**src/sv/semaphore_wait_queue_table_core_assert.svh**
```systemverilog
// Assertion macros used by the core RTL file
`ifndef SEMAPHORE_WAIT_QUEUE_TABLE_CORE_ASSERT_SVH
`define SEMAPHORE_WAIT_QUEUE_TABLE_CORE_ASSERT_SVH

// same-cycle implication, held off during reset
`define SWQT_ASSERT_IMP(label, clk, rst_n, ante, cons) \
  label: assert property (@(posedge clk) disable iff (!rst_n) (ante) |-> (cons)) \
    else $error("assertion failed");

// next-cycle implication, held off during reset
`define SWQT_ASSERT_NXT(label, clk, rst_n, ante, cons) \
  label: assert property (@(posedge clk) disable iff (!rst_n) (ante) |=> (cons)) \
    else $error("assertion failed");

`endif

```
**src/sv/swqt_pkg.sv**
```systemverilog
`default_nettype none
package swqt_pkg;
  localparam int unsigned NPROC     = 32;
  localparam int unsigned PROC_BITS = 5;
  localparam int unsigned IN_BITS   = 40;
  localparam int unsigned OUT_BITS  = 8;

  typedef enum logic [1:0] {
    CMD_BLOCK   = 2'd0,
    CMD_UNBLOCK = 2'd1,
    CMD_REMOVE  = 2'd2,
    CMD_PEEK    = 2'd3
  } cmd_e;

  typedef enum logic [1:0] {
    STAT_OK        = 2'd0,
    STAT_NO_FREE   = 2'd1,
    STAT_NOT_FOUND = 2'd2,
    STAT_RSVD      = 2'd3
  } status_e;
endpackage
`default_nettype wire

```
**src/sv/semaphore_wait_queue_table_core.sv**
```systemverilog
// Channel    Dir  tdata fields (low bit up)                 Notes
// s_axis     in   cmd[1:0] sem_key[33:2] proc_id[38:34]      one command word
// m_axis     out  status[1:0] proc_valid[2] result_proc[7:3] one result word
//
// Flow: one word in flight; after accept, a key search reads one slot per cycle
// (remove adds one key read first), and unblock and remove then walk the queue
// entry by entry through S_WCHK and S_WRD before the result is registered.
// Reset: rst_ni clears all descriptors to free and all processes unblocked.
// Stalls: a held result stalls only the result step (S_DONE) of the next command.
`default_nettype none
module semaphore_wait_queue_table_core
  import swqt_pkg::*;
#(
  parameter int unsigned NUM_SLOTS = 32,
  parameter int unsigned KEY_BITS  = 32
) (
  input  wire logic                clk_i,
  input  wire logic                rst_ni,
  input  wire logic                s_axis_tvalid,
  output logic                     s_axis_tready,
  input  wire logic [IN_BITS-1:0]  s_axis_tdata,  // cmd, sem_key, proc_id
  output logic                     m_axis_tvalid,
  input  wire logic                m_axis_tready,
  output logic      [OUT_BITS-1:0] m_axis_tdata   // status, proc_valid, result_proc
);
  localparam int unsigned SW = $clog2(NUM_SLOTS);
  localparam int unsigned KW = KEY_BITS;
  localparam int unsigned DW = KW + 2 * PROC_BITS;

  typedef enum logic [2:0] {
    S_IDLE, S_RKEY, S_SRCH, S_WCHK, S_WRD, S_DONE
  } state_e;

  state_e state_q, state_d;
  cmd_e   cmd_q, cmd_d;
  logic [KW-1:0]        key_q, key_d;
  logic [PROC_BITS-1:0] p_q, p_d, head_q, head_d, tail_q, tail_d;
  logic [PROC_BITS-1:0] cur_q, cur_d, prev_q, prev_d;
  logic                 first_q, first_d;
  logic [PROC_BITS:0]   steps_q, steps_d;
  logic [SW:0]          cnt_q, cnt_d;
  logic                 rv_q, rv_d;
  logic [SW-1:0]        raddr_q, raddr_d, free_q, free_d, slot_q, slot_d;
  logic                 free_ok_q, free_ok_d;
  status_e              res_st_q, res_st_d;
  logic                 res_v_q, res_v_d;
  logic [PROC_BITS-1:0] res_p_q, res_p_d;
  logic [NUM_SLOTS-1:0] active_q, active_d;
  logic [NPROC-1:0]     blocked_q, blocked_d;
  logic                 mval_q, mval_d;
  logic [OUT_BITS-1:0]  mdat_q, mdat_d;

  // RAM ports
  logic                 sl_we, nx_we, bk_we;
  logic [SW-1:0]        sl_waddr, sl_raddr;
  logic [DW-1:0]        sl_wdata, sl_rdata;
  logic [PROC_BITS-1:0] nx_waddr, nx_raddr, nx_wdata, nx_rdata;
  logic [PROC_BITS-1:0] bk_waddr, bk_raddr;
  logic [KW-1:0]        bk_wdata, bk_rdata;

  // input word fields
  cmd_e                 in_cmd;
  logic [KW-1:0]        in_key;
  logic [PROC_BITS-1:0] in_p;
  assign in_cmd = cmd_e'(s_axis_tdata[1:0]);
  assign in_key = KW'({{KW{1'b0}}, s_axis_tdata[33:2]});
  assign in_p   = s_axis_tdata[38:34];

  // slot word: {tail, head, key}
  logic [KW-1:0]        sl_key;
  logic [PROC_BITS-1:0] sl_head, sl_tail;
  logic                 hit, scan_end, is_last, is_match;
  assign sl_key   = sl_rdata[KW-1:0];
  assign sl_head  = sl_rdata[KW+PROC_BITS-1:KW];
  assign sl_tail  = sl_rdata[DW-1:KW+PROC_BITS];
  assign hit      = rv_q && active_q[raddr_q] && (sl_key == key_q);
  assign scan_end = rv_q && (raddr_q == SW'(NUM_SLOTS - 1));
  assign is_last  = (cur_q == tail_q);
  assign is_match = (cur_q == p_q);

  assign s_axis_tready = (state_q == S_IDLE);
  assign m_axis_tvalid = mval_q;
  assign m_axis_tdata  = mdat_q;
  assign bk_raddr      = in_p;

  swqt_ram #(.WIDTH(DW), .DEPTH(NUM_SLOTS)) u_slot_ram (
    .clk_i, .we_i(sl_we), .waddr_i(sl_waddr), .wdata_i(sl_wdata),
    .raddr_i(sl_raddr), .rdata_o(sl_rdata)
  );
  swqt_ram #(.WIDTH(PROC_BITS), .DEPTH(NPROC)) u_next_ram (
    .clk_i, .we_i(nx_we), .waddr_i(nx_waddr), .wdata_i(nx_wdata),
    .raddr_i(nx_raddr), .rdata_o(nx_rdata)
  );
  swqt_ram #(.WIDTH(KW), .DEPTH(NPROC)) u_bkey_ram (
    .clk_i, .we_i(bk_we), .waddr_i(bk_waddr), .wdata_i(bk_wdata),
    .raddr_i(bk_raddr), .rdata_o(bk_rdata)
  );

  // command sequencer
  always_comb begin
    state_d = state_q;  cmd_d = cmd_q;   key_d = key_q;   p_d = p_q;
    head_d = head_q;    tail_d = tail_q; cur_d = cur_q;   prev_d = prev_q;
    first_d = first_q;  steps_d = steps_q; cnt_d = cnt_q; rv_d = 1'b0;
    raddr_d = raddr_q;  free_d = free_q; free_ok_d = free_ok_q; slot_d = slot_q;
    res_st_d = res_st_q; res_v_d = res_v_q; res_p_d = res_p_q;
    active_d = active_q; blocked_d = blocked_q;
    mval_d = mval_q;    mdat_d = mdat_q;
    sl_we = 1'b0; sl_waddr = slot_q; sl_wdata = {tail_q, head_q, key_q};
    sl_raddr = cnt_q[SW-1:0];
    nx_we = 1'b0; nx_waddr = prev_q; nx_wdata = nx_rdata; nx_raddr = cur_q;
    bk_we = 1'b0; bk_waddr = p_q; bk_wdata = key_q;

    if (mval_q && m_axis_tready) begin
      mval_d = 1'b0;
    end

    unique case (state_q)
      S_IDLE: begin
        if (s_axis_tvalid) begin
          cmd_d = in_cmd; key_d = in_key; p_d = in_p;
          cnt_d = '0; free_ok_d = 1'b0;
          res_st_d = STAT_OK; res_v_d = 1'b0; res_p_d = '0;
          unique case (in_cmd)
            CMD_BLOCK: begin
              if (blocked_q[in_p]) begin
                res_st_d = STAT_NOT_FOUND; state_d = S_DONE;
              end else begin
                state_d = S_SRCH;
              end
            end
            CMD_REMOVE: begin
              if (!blocked_q[in_p]) begin
                res_st_d = STAT_NOT_FOUND; state_d = S_DONE;
              end else begin
                state_d = S_RKEY;
              end
            end
            default: state_d = S_SRCH;
          endcase
        end
      end
      S_RKEY: begin
        key_d = bk_rdata; state_d = S_SRCH;
      end
      S_SRCH: begin
        // issue one slot read per cycle, note first free slot
        if (cnt_q < (SW+1)'(NUM_SLOTS)) begin
          rv_d = 1'b1; raddr_d = cnt_q[SW-1:0]; cnt_d = cnt_q + 1'b1;
          if (!active_q[cnt_q[SW-1:0]] && !free_ok_q) begin
            free_ok_d = 1'b1; free_d = cnt_q[SW-1:0];
          end
        end
        if (hit) begin
          slot_d = raddr_q; head_d = sl_head; tail_d = sl_tail;
          cur_d = sl_head; first_d = 1'b1; steps_d = '0;
          unique case (cmd_q)
            CMD_BLOCK: begin
              nx_we = 1'b1; nx_waddr = sl_tail; nx_wdata = p_q;
              sl_we = 1'b1; sl_waddr = raddr_q; sl_wdata = {p_q, sl_head, key_q};
              bk_we = 1'b1; blocked_d[p_q] = 1'b1;
              state_d = S_DONE;
            end
            CMD_PEEK: begin
              res_v_d = 1'b1; res_p_d = sl_head; state_d = S_DONE;
            end
            CMD_UNBLOCK: begin
              p_d = sl_head; res_v_d = 1'b1; res_p_d = sl_head; state_d = S_WCHK;
            end
            default: state_d = S_WCHK;
          endcase
        end else if (scan_end) begin
          if (cmd_q == CMD_BLOCK) begin
            if (free_ok_q) begin
              sl_we = 1'b1; sl_waddr = free_q; sl_wdata = {p_q, p_q, key_q};
              active_d[free_q] = 1'b1;
              bk_we = 1'b1; blocked_d[p_q] = 1'b1;
            end else begin
              res_st_d = STAT_NO_FREE;
            end
          end else begin
            res_st_d = STAT_NOT_FOUND;
          end
          state_d = S_DONE;
        end
      end
      S_WCHK: begin
        // read next pointer of current entry
        if (steps_q == (PROC_BITS+1)'(NPROC)) begin
          if (cmd_q == CMD_REMOVE) res_st_d = STAT_NOT_FOUND;
          state_d = S_DONE;
        end else begin
          state_d = S_WRD;
        end
      end
      S_WRD: begin
        if (is_match) begin
          if (first_q) begin
            if (is_last) begin
              active_d[slot_q] = 1'b0;
            end else begin
              sl_we = 1'b1; sl_wdata = {tail_q, nx_rdata, key_q};
            end
          end else begin
            nx_we = 1'b1;
            if (is_last) begin
              sl_we = 1'b1; sl_wdata = {prev_q, head_q, key_q};
            end
          end
          blocked_d[p_q] = 1'b0;
          if (cmd_q == CMD_REMOVE) begin
            res_v_d = 1'b1; res_p_d = p_q;
          end
          state_d = S_DONE;
        end else if (is_last) begin
          if (cmd_q == CMD_REMOVE) res_st_d = STAT_NOT_FOUND;
          state_d = S_DONE;
        end else begin
          prev_d = cur_q; cur_d = nx_rdata; first_d = 1'b0;
          steps_d = steps_q + 1'b1; state_d = S_WCHK;
        end
      end
      S_DONE: begin
        if (!mval_q || m_axis_tready) begin
          mval_d = 1'b1;
          mdat_d = {res_p_q, res_v_q, res_st_q};
          state_d = S_IDLE;
        end
      end
      default: state_d = S_IDLE;
    endcase
  end

  // state and registered outputs
  always_ff @(posedge clk_i or negedge rst_ni) begin
    if (!rst_ni) begin
      state_q <= S_IDLE; active_q <= '0; blocked_q <= '0;
      mval_q <= 1'b0; rv_q <= 1'b0;
    end else begin
      state_q <= state_d; active_q <= active_d; blocked_q <= blocked_d;
      mval_q <= mval_d; rv_q <= rv_d;
    end
  end

  // payload registers
  always_ff @(posedge clk_i) begin
    cmd_q <= cmd_d;   key_q <= key_d;   p_q <= p_d;
    head_q <= head_d; tail_q <= tail_d; cur_q <= cur_d; prev_q <= prev_d;
    first_q <= first_d; steps_q <= steps_d; cnt_q <= cnt_d;
    raddr_q <= raddr_d; free_q <= free_d; free_ok_q <= free_ok_d; slot_q <= slot_d;
    res_st_q <= res_st_d; res_v_q <= res_v_d; res_p_q <= res_p_d;
    mdat_q <= mdat_d;
  end

`include "semaphore_wait_queue_table_core_assert.svh"
  `SWQT_ASSERT_NXT(a_busy_after_accept, clk_i, rst_ni, s_axis_tvalid && s_axis_tready, state_q != S_IDLE)
  `SWQT_ASSERT_IMP(a_status_legal, clk_i, rst_ni, m_axis_tvalid, m_axis_tdata[1:0] != STAT_RSVD)
  `SWQT_ASSERT_IMP(a_proc_zero, clk_i, rst_ni, m_axis_tvalid && !m_axis_tdata[2], m_axis_tdata[7:3] == '0)
  `SWQT_ASSERT_IMP(a_valid_ok, clk_i, rst_ni, m_axis_tvalid && m_axis_tdata[2], m_axis_tdata[1:0] == STAT_OK)
endmodule
`default_nettype wire

```
**src/sv/swqt_ram.sv**
```systemverilog
`default_nettype none
// Simple dual-port RAM, registered read
module swqt_ram #(
  parameter int unsigned WIDTH = 8,
  parameter int unsigned DEPTH = 32,
  parameter int unsigned AW    = $clog2(DEPTH)
) (
  input  wire logic             clk_i,
  input  wire logic             we_i,
  input  wire logic [AW-1:0]    waddr_i,
  input  wire logic [WIDTH-1:0] wdata_i,
  input  wire logic [AW-1:0]    raddr_i,
  output logic      [WIDTH-1:0] rdata_o
);
  logic [WIDTH-1:0] mem [DEPTH];

  always_ff @(posedge clk_i) begin
    if (we_i) begin
      mem[waddr_i] <= wdata_i;
    end
    rdata_o <= mem[raddr_i];
  end
endmodule
`default_nettype wire

```
**config.mk**
```make
export PLATFORM = sky130hd
export DESIGN_NAME = semaphore_wait_queue_table_core
export DESIGN_NICKNAME = d
export VERILOG_FILES = /design/src/sv/swqt_pkg.sv /design/src/sv/semaphore_wait_queue_table_core.sv /design/src/sv/swqt_ram.sv
export VERILOG_INCLUDE_DIRS = /design/src /design/src/sv
export SDC_FILE = /design/constraint.sdc
export NUM_CORES = 2
export LEC_CHECK = 0
export BUFFER_PORTS_ARGS = -buffer_cell sky130_fd_sc_hd__clkbuf_2
export CORE_AREA = 2 2 426 428
export CTS_CLUSTER_SIZE = 14
export DETAILED_ROUTE_END_ITERATION = 16
export DIE_AREA = 0 0 428 430
export GPL_ROUTABILITY_DRIVEN = 0
export HOLD_SLACK_MARGIN = 0.08
export PLACE_DENSITY = 0.78
export SLEW_MARGIN = 20
export SYNTH_ARGS = -nofsm -noshare
export SYNTH_HDL_FRONTEND = slang
export SYNTH_SLANG_ARGS = --single-unit
```
**constraint.sdc**
```tcl
create_clock -name clk_i -period 8.8 [get_ports clk_i]
set_input_delay 0.44 -clock clk_i [delete_from_list [all_inputs] [get_ports clk_i]]
set_output_delay 0.44 -clock clk_i [all_outputs]
set_load 0.02 [all_outputs]
```
==> reports/results.txt <==
The max-cap violation count is 0, and the overall fraction of global-route tracks in use is 0.302. Clock latency on the worst-skew pair, taken at its later pin, is 0.95 ns. For this run, the top clock speed supported by timing is 0.164 GHz. Measured along the y axis, the die boundary spans 430 um. At the end of the flow, the number of nets in the layout was 4979. The cell family with the largest share of critical-path delay is simple AND/OR/NAND/NOR gates. The setup TNS after final layout is 0 ns.

The width of the die is 428 um, and the number of optimization iterations in the first detailed-route pass is 6. The global-route wire length before repair was 397000 um; the arrival time at the worst endpoint was 6.69 ns. The critical path's largest stage delay was 0.81 ns. In this run the worst hold path is classified as input port to register. Routed via count divided by cell count: 7.14. The worst hold path begins at s_axis_tdata[34].

The post-synthesis to final-layout area growth was 12.0%. The share of flip-flops with an asynchronous set or reset after synthesis was 0.0248; the final HPWL from detailed placement was 128000 um. Traced cell by cell, the critical path runs through buf_4 > xor2_1 > nor4_1 > nand4_1 > or4_4 > nor2_2 > o21a_1 > nand3b_1 > nor2_4 > buf_4. Summing all multi-input logic gate instances after layout gives 0.0243 mm2.

Critical path start-end classification: register to register. Port buffering added 52 buffers. The synthesized design contains 2632 enable-type register cells.

The synthesized netlist occupies a cell area of 0.107 mm2. The final worst-path cycle share is 0.694. In the synthesized netlist, the number of instances is 4655. The worst hold path passes through 3 cells. The peak fanout along the critical path works out to 65. The worst register-to-register path begins at bk_wdata[12]$_DFFE_PP_. The worst slew margin relative to its limit is 0.209.

Row generation in the floorplan step produced 156 rows. Number of remaining DRC errors: 0. The run gives 8686 as the violation count after the first detailed-routing iteration. Total I/O pin count: 54.

Leading register cell type out of synthesis: sky130_fd_sc_hd__edfxtp_1. The tools report the via count of the first global-routing pass as 55000. The number of storage elements in the synthesis netlist was 2780. Setup repair after global routing left no endpoint under its margin.

The number of nets handed over by synthesis was 4706. The count of nets left with antenna violations once routing finished came out at 0. After detailed routing, the average wire length per cell comes to 36.7 um. The flow ran to the end, and the final reports show no timing, DRC or antenna violations.

The actual slew at the worst max-slew pin is 1.19 ns, and the shortest clock period the worst path allows after layout is 6.11 ns. The total wire length after detailed routing was 275000 um. For the starting density of the core, the log shows 0.597. Setup violations remaining at the end of the flow were counted as 0. Counting both buffers and inverters, the worst setup path holds a total of 2. The worst register-to-register path ends at u_bkey_ram.mem[6][21]$_DFFE_PP_. Clock-pin slew was measured on the worst setup and hold paths at 0.07 ns. The largest individual stage delay along the critical path comes from the cell sky130_fd_sc_hd__or4_4. For the worst setup path, the data required time is 9.38 ns. The number of slew-limit violations in the final report came out at 0. The critical path capture point type is a register.

The worst hold path terminates at bk_waddr[0]$_DFFE_PP_. The longest clock path from root to sink contains 4 buffers. The clock skew is 0.0643 ns. For this run the aggregate overflow at the end of global routing stands at 0.

The detailed router placed 53500 vias in this run. Measured in cells, the most critical reg-to-reg path has a length of 10. The core region is 0.180 mm2.

The total power was 35.3 mW; the number of antenna violations at the first check in global routing was 5. Counting stages on the worst path, the most repeated cell is sky130_fd_sc_hd__buf_4. Maximum number of pins on one net before global-route repair: 139.

The H-tree generated during clock tree synthesis spans 5 levels. Cell at the root of the clock tree: sky130_fd_sc_hd__clkbuf_16. The fraction of layout cells with a size suffix above 1 came out at 0.321. After clock tree synthesis, the setup repair step added 0 buffers.

The filler cells instantiated in the layout total 10200. The run gives 0.0823 mm2 as the register cell area after layout. The area enclosed by the die boundary was 0.184 mm2; the number of buffers created by CTS was 279. The sink count of the clock tree was 2780; the highest ir drop seen on vdd was 257 uV. TritonCTS built the clock tree. For the sequential share of the synthesized area, the log shows 0.768.

Setup slack on the worst flop-to-flop path: 2.69 ns. The count of endpoints failing hold in the final timing report came out at 0. The Yosys step of the flow raised 0 warnings. For this design, the CTS-stage hold fixing added 38 buffers.

Summed over all cells, the static leakage comes to 37.7 nW. The average instance in the mapped netlist occupies 23.0 um2. The worst setup path is launched from a register. The netlist uses 68 different library cells.

Once the clock tree was built, the resizer swapped 0 gates to a different size. The power density relative to cell area was 294 mW/mm2.
## worst max path at each step
stage | endpoint | cells after the start | start | slack [ns]
global placement | u_bkey_ram.mem[6][21]$_DFFE_PP_ | 10 | bk_wdata[12]$_DFFE_PP_ | 3.05
CTS | u_bkey_ram.mem[6][20]$_DFFE_PP_ | 10 | bk_wdata[12]$_DFFE_PP_ | 2.82
floorplan | u_slot_ram.mem[20][0]$_DFFE_PP_ | 10 | bk_wdata[4]$_DFFE_PP_ | 2.18
finish | u_bkey_ram.mem[6][21]$_DFFE_PP_ | 10 | bk_wdata[12]$_DFFE_PP_ | 2.69
detailed placement | u_bkey_ram.mem[6][12]$_DFFE_PP_ | 10 | bk_wdata[15]$_DFFE_PP_ | 2.98
global route | u_slot_ram.mem[17][31]$_DFFE_PP_ | 10 | bk_wdata[12]$_DFFE_PP_ | 2.49
## synthesized netlist by cell type, drive strengths merged (3+ instances only)
| cell | instances | area share |
|---|---|---|
| o211ai | 3 | 0.00021 |
| dfxtp | 79 | 0.015 |
| and2 | 3 | 0.00018 |
| nand4 | 6 | 0.00035 |
| nor2b | 5 | 0.00029 |
| clkbuf | 161 | 0.0056 |
| nor4b | 3 | 0.00025 |
| ha | 7 | 0.00082 |
| nor4 | 20 | 0.0013 |
| or2 | 10 | 0.00058 |
| a32oi | 9 | 0.00074 |
| mux2 | 153 | 0.016 |
| nor2 | 118 | 0.0042 |
| edfxtp | 2632 | 0.74 |
| a21oi | 22 | 0.0011 |
| o22ai | 8 | 0.00047 |
| o21a | 8 | 0.00056 |
| o21ai | 84 | 0.0040 |
| a2111oi | 4 | 0.00033 |
| or3 | 7 | 0.00041 |
| nand2b | 10 | 0.00058 |
| nor3 | 75 | 0.0037 |
| nand2 | 63 | 0.0022 |
| nand3 | 28 | 0.0013 |
| mux4 | 817 | 0.17 |
| dfrtp | 69 | 0.016 |
| a31oi | 8 | 0.00047 |
| nand3b | 7 | 0.00049 |
| inv | 22 | 0.00077 |
| or4 | 3 | 0.00024 |
| or3b | 4 | 0.00035 |
| buf | 91 | 0.0036 |
| xor2 | 41 | 0.0033 |
| o41ai | 10 | 0.00082 |
| xnor2 | 10 | 0.00082 |
| mux2i | 24 | 0.0022 |
| and3 | 10 | 0.00059 |
## power breakdown
part           switching, mW  internal, mW
clock                   4.96          6.55
sequential             0.370          16.2
combinational           4.33          2.89
total                   9.66          25.6
## flip-flops by register name (all words and copies together) (netlist names), 8 cells and up, named ones only
name and count:
u_slot_ram.mem 1344, active_q 32, bk_wdata 32, u_bkey_ram.mem 1024
u_slot_ram.rdata_o 42, u_next_ram.mem 160, m_axis_tdata 8, u_bkey_ram.rdata_o 32
## kinds of logic after synthesis
family / count (synthesis) / share of synthesized area
and+or+nand+nor: 377 / 0.0174
DFF: 2780 / 0.768
xor gates and xnor gates: 51 / 0.00416
adders and majority gates: 7 / 0.000817
AOI/OAI and AO/OA: 171 / 0.00983
muxes: 994 / 0.190
buffers and inverters: 275 / 0.0101
## cell type report
type,count,share of cell area
inverter,23,0.000719
timing repair buffer,244,0.0159
sequential,2780,0.685
antenna,2,0.0000417
tap,2370,0.0247
multi-input combinational,1600,0.202
clock inverter,113,0.00784
clock buffer,363,0.0633
## per-stage QoR
step / setup slack (ns) / cell area [um2] / hold WS (ns) / utilization / instances
4_1_cts: 2.82 / 120000 / 0.216 / 0.668 / 7491
3_5_place_dp: 2.98 / 111000 / 0.405 / 0.618 / 6977
3_3_place_gp: 3.05 / 111000 / 0.403 / 0.618 / 6975
5_1_grt: 2.49 / 120000 / 0.273 / 0.668 / 7493
2_1_floorplan: 2.18 / 107000 / 0.144 / - / 4655
6_report: 2.69 / 120000 / 0.258 / 0.668 / 7495
## layer usage
metal / GRT usage / wire length, um / up-vias
li1: - / - / 20300
met1: 0.405 / 94500 / 28100
met2: 0.492 / 137000 / 4413
met3: 0.0612 / 30700 / 767
met4: 0.129 / 13400 / 2
met5: 0 / 20 / -
## worst reg2reg max path, cell delays in order (launching register included)
cell	delay [ns]
sky130_fd_sc_hd__edfxtp_1	0.35
sky130_fd_sc_hd__buf_4	0.55
sky130_fd_sc_hd__xor2_1	0.22
sky130_fd_sc_hd__nor4_1	0.46
sky130_fd_sc_hd__nand4_1	0.57
sky130_fd_sc_hd__or4_4	0.81
sky130_fd_sc_hd__nor2_2	0.45
sky130_fd_sc_hd__o21a_1	0.39
sky130_fd_sc_hd__nand3b_1	0.71
sky130_fd_sc_hd__nor2_4	0.72
sky130_fd_sc_hd__buf_4	0.47
## placed cells by master, fill, tap and decap left out, drive strengths merged, types with 8 or more instances in the layout
cell         synthesis  final
a31oi                8      8
dfxtp               79     79
o22ai                8      8
nand2b              10     10
nor2               118    118
mux2               153    153
nor3                75     75
dlygate4sd3          0     38
nand3               28     28
xor2                41     41
o41ai               10     10
a21oi               22     22
clkbuf             161    410
o21a                 8      8
a32oi                9      9
o21ai               84     84
bufinv               0     16
or2                 10     10
inv                 22     26
nor4                20     20
and3                10     10
dfrtp               69     69
nand2               63     63
buf                 91    159
xnor2               10     10
mux4               817    817
mux2i               24     24
edfxtp            2632   2632
clkinv               1     89
(Power assumes the default switching activity.)
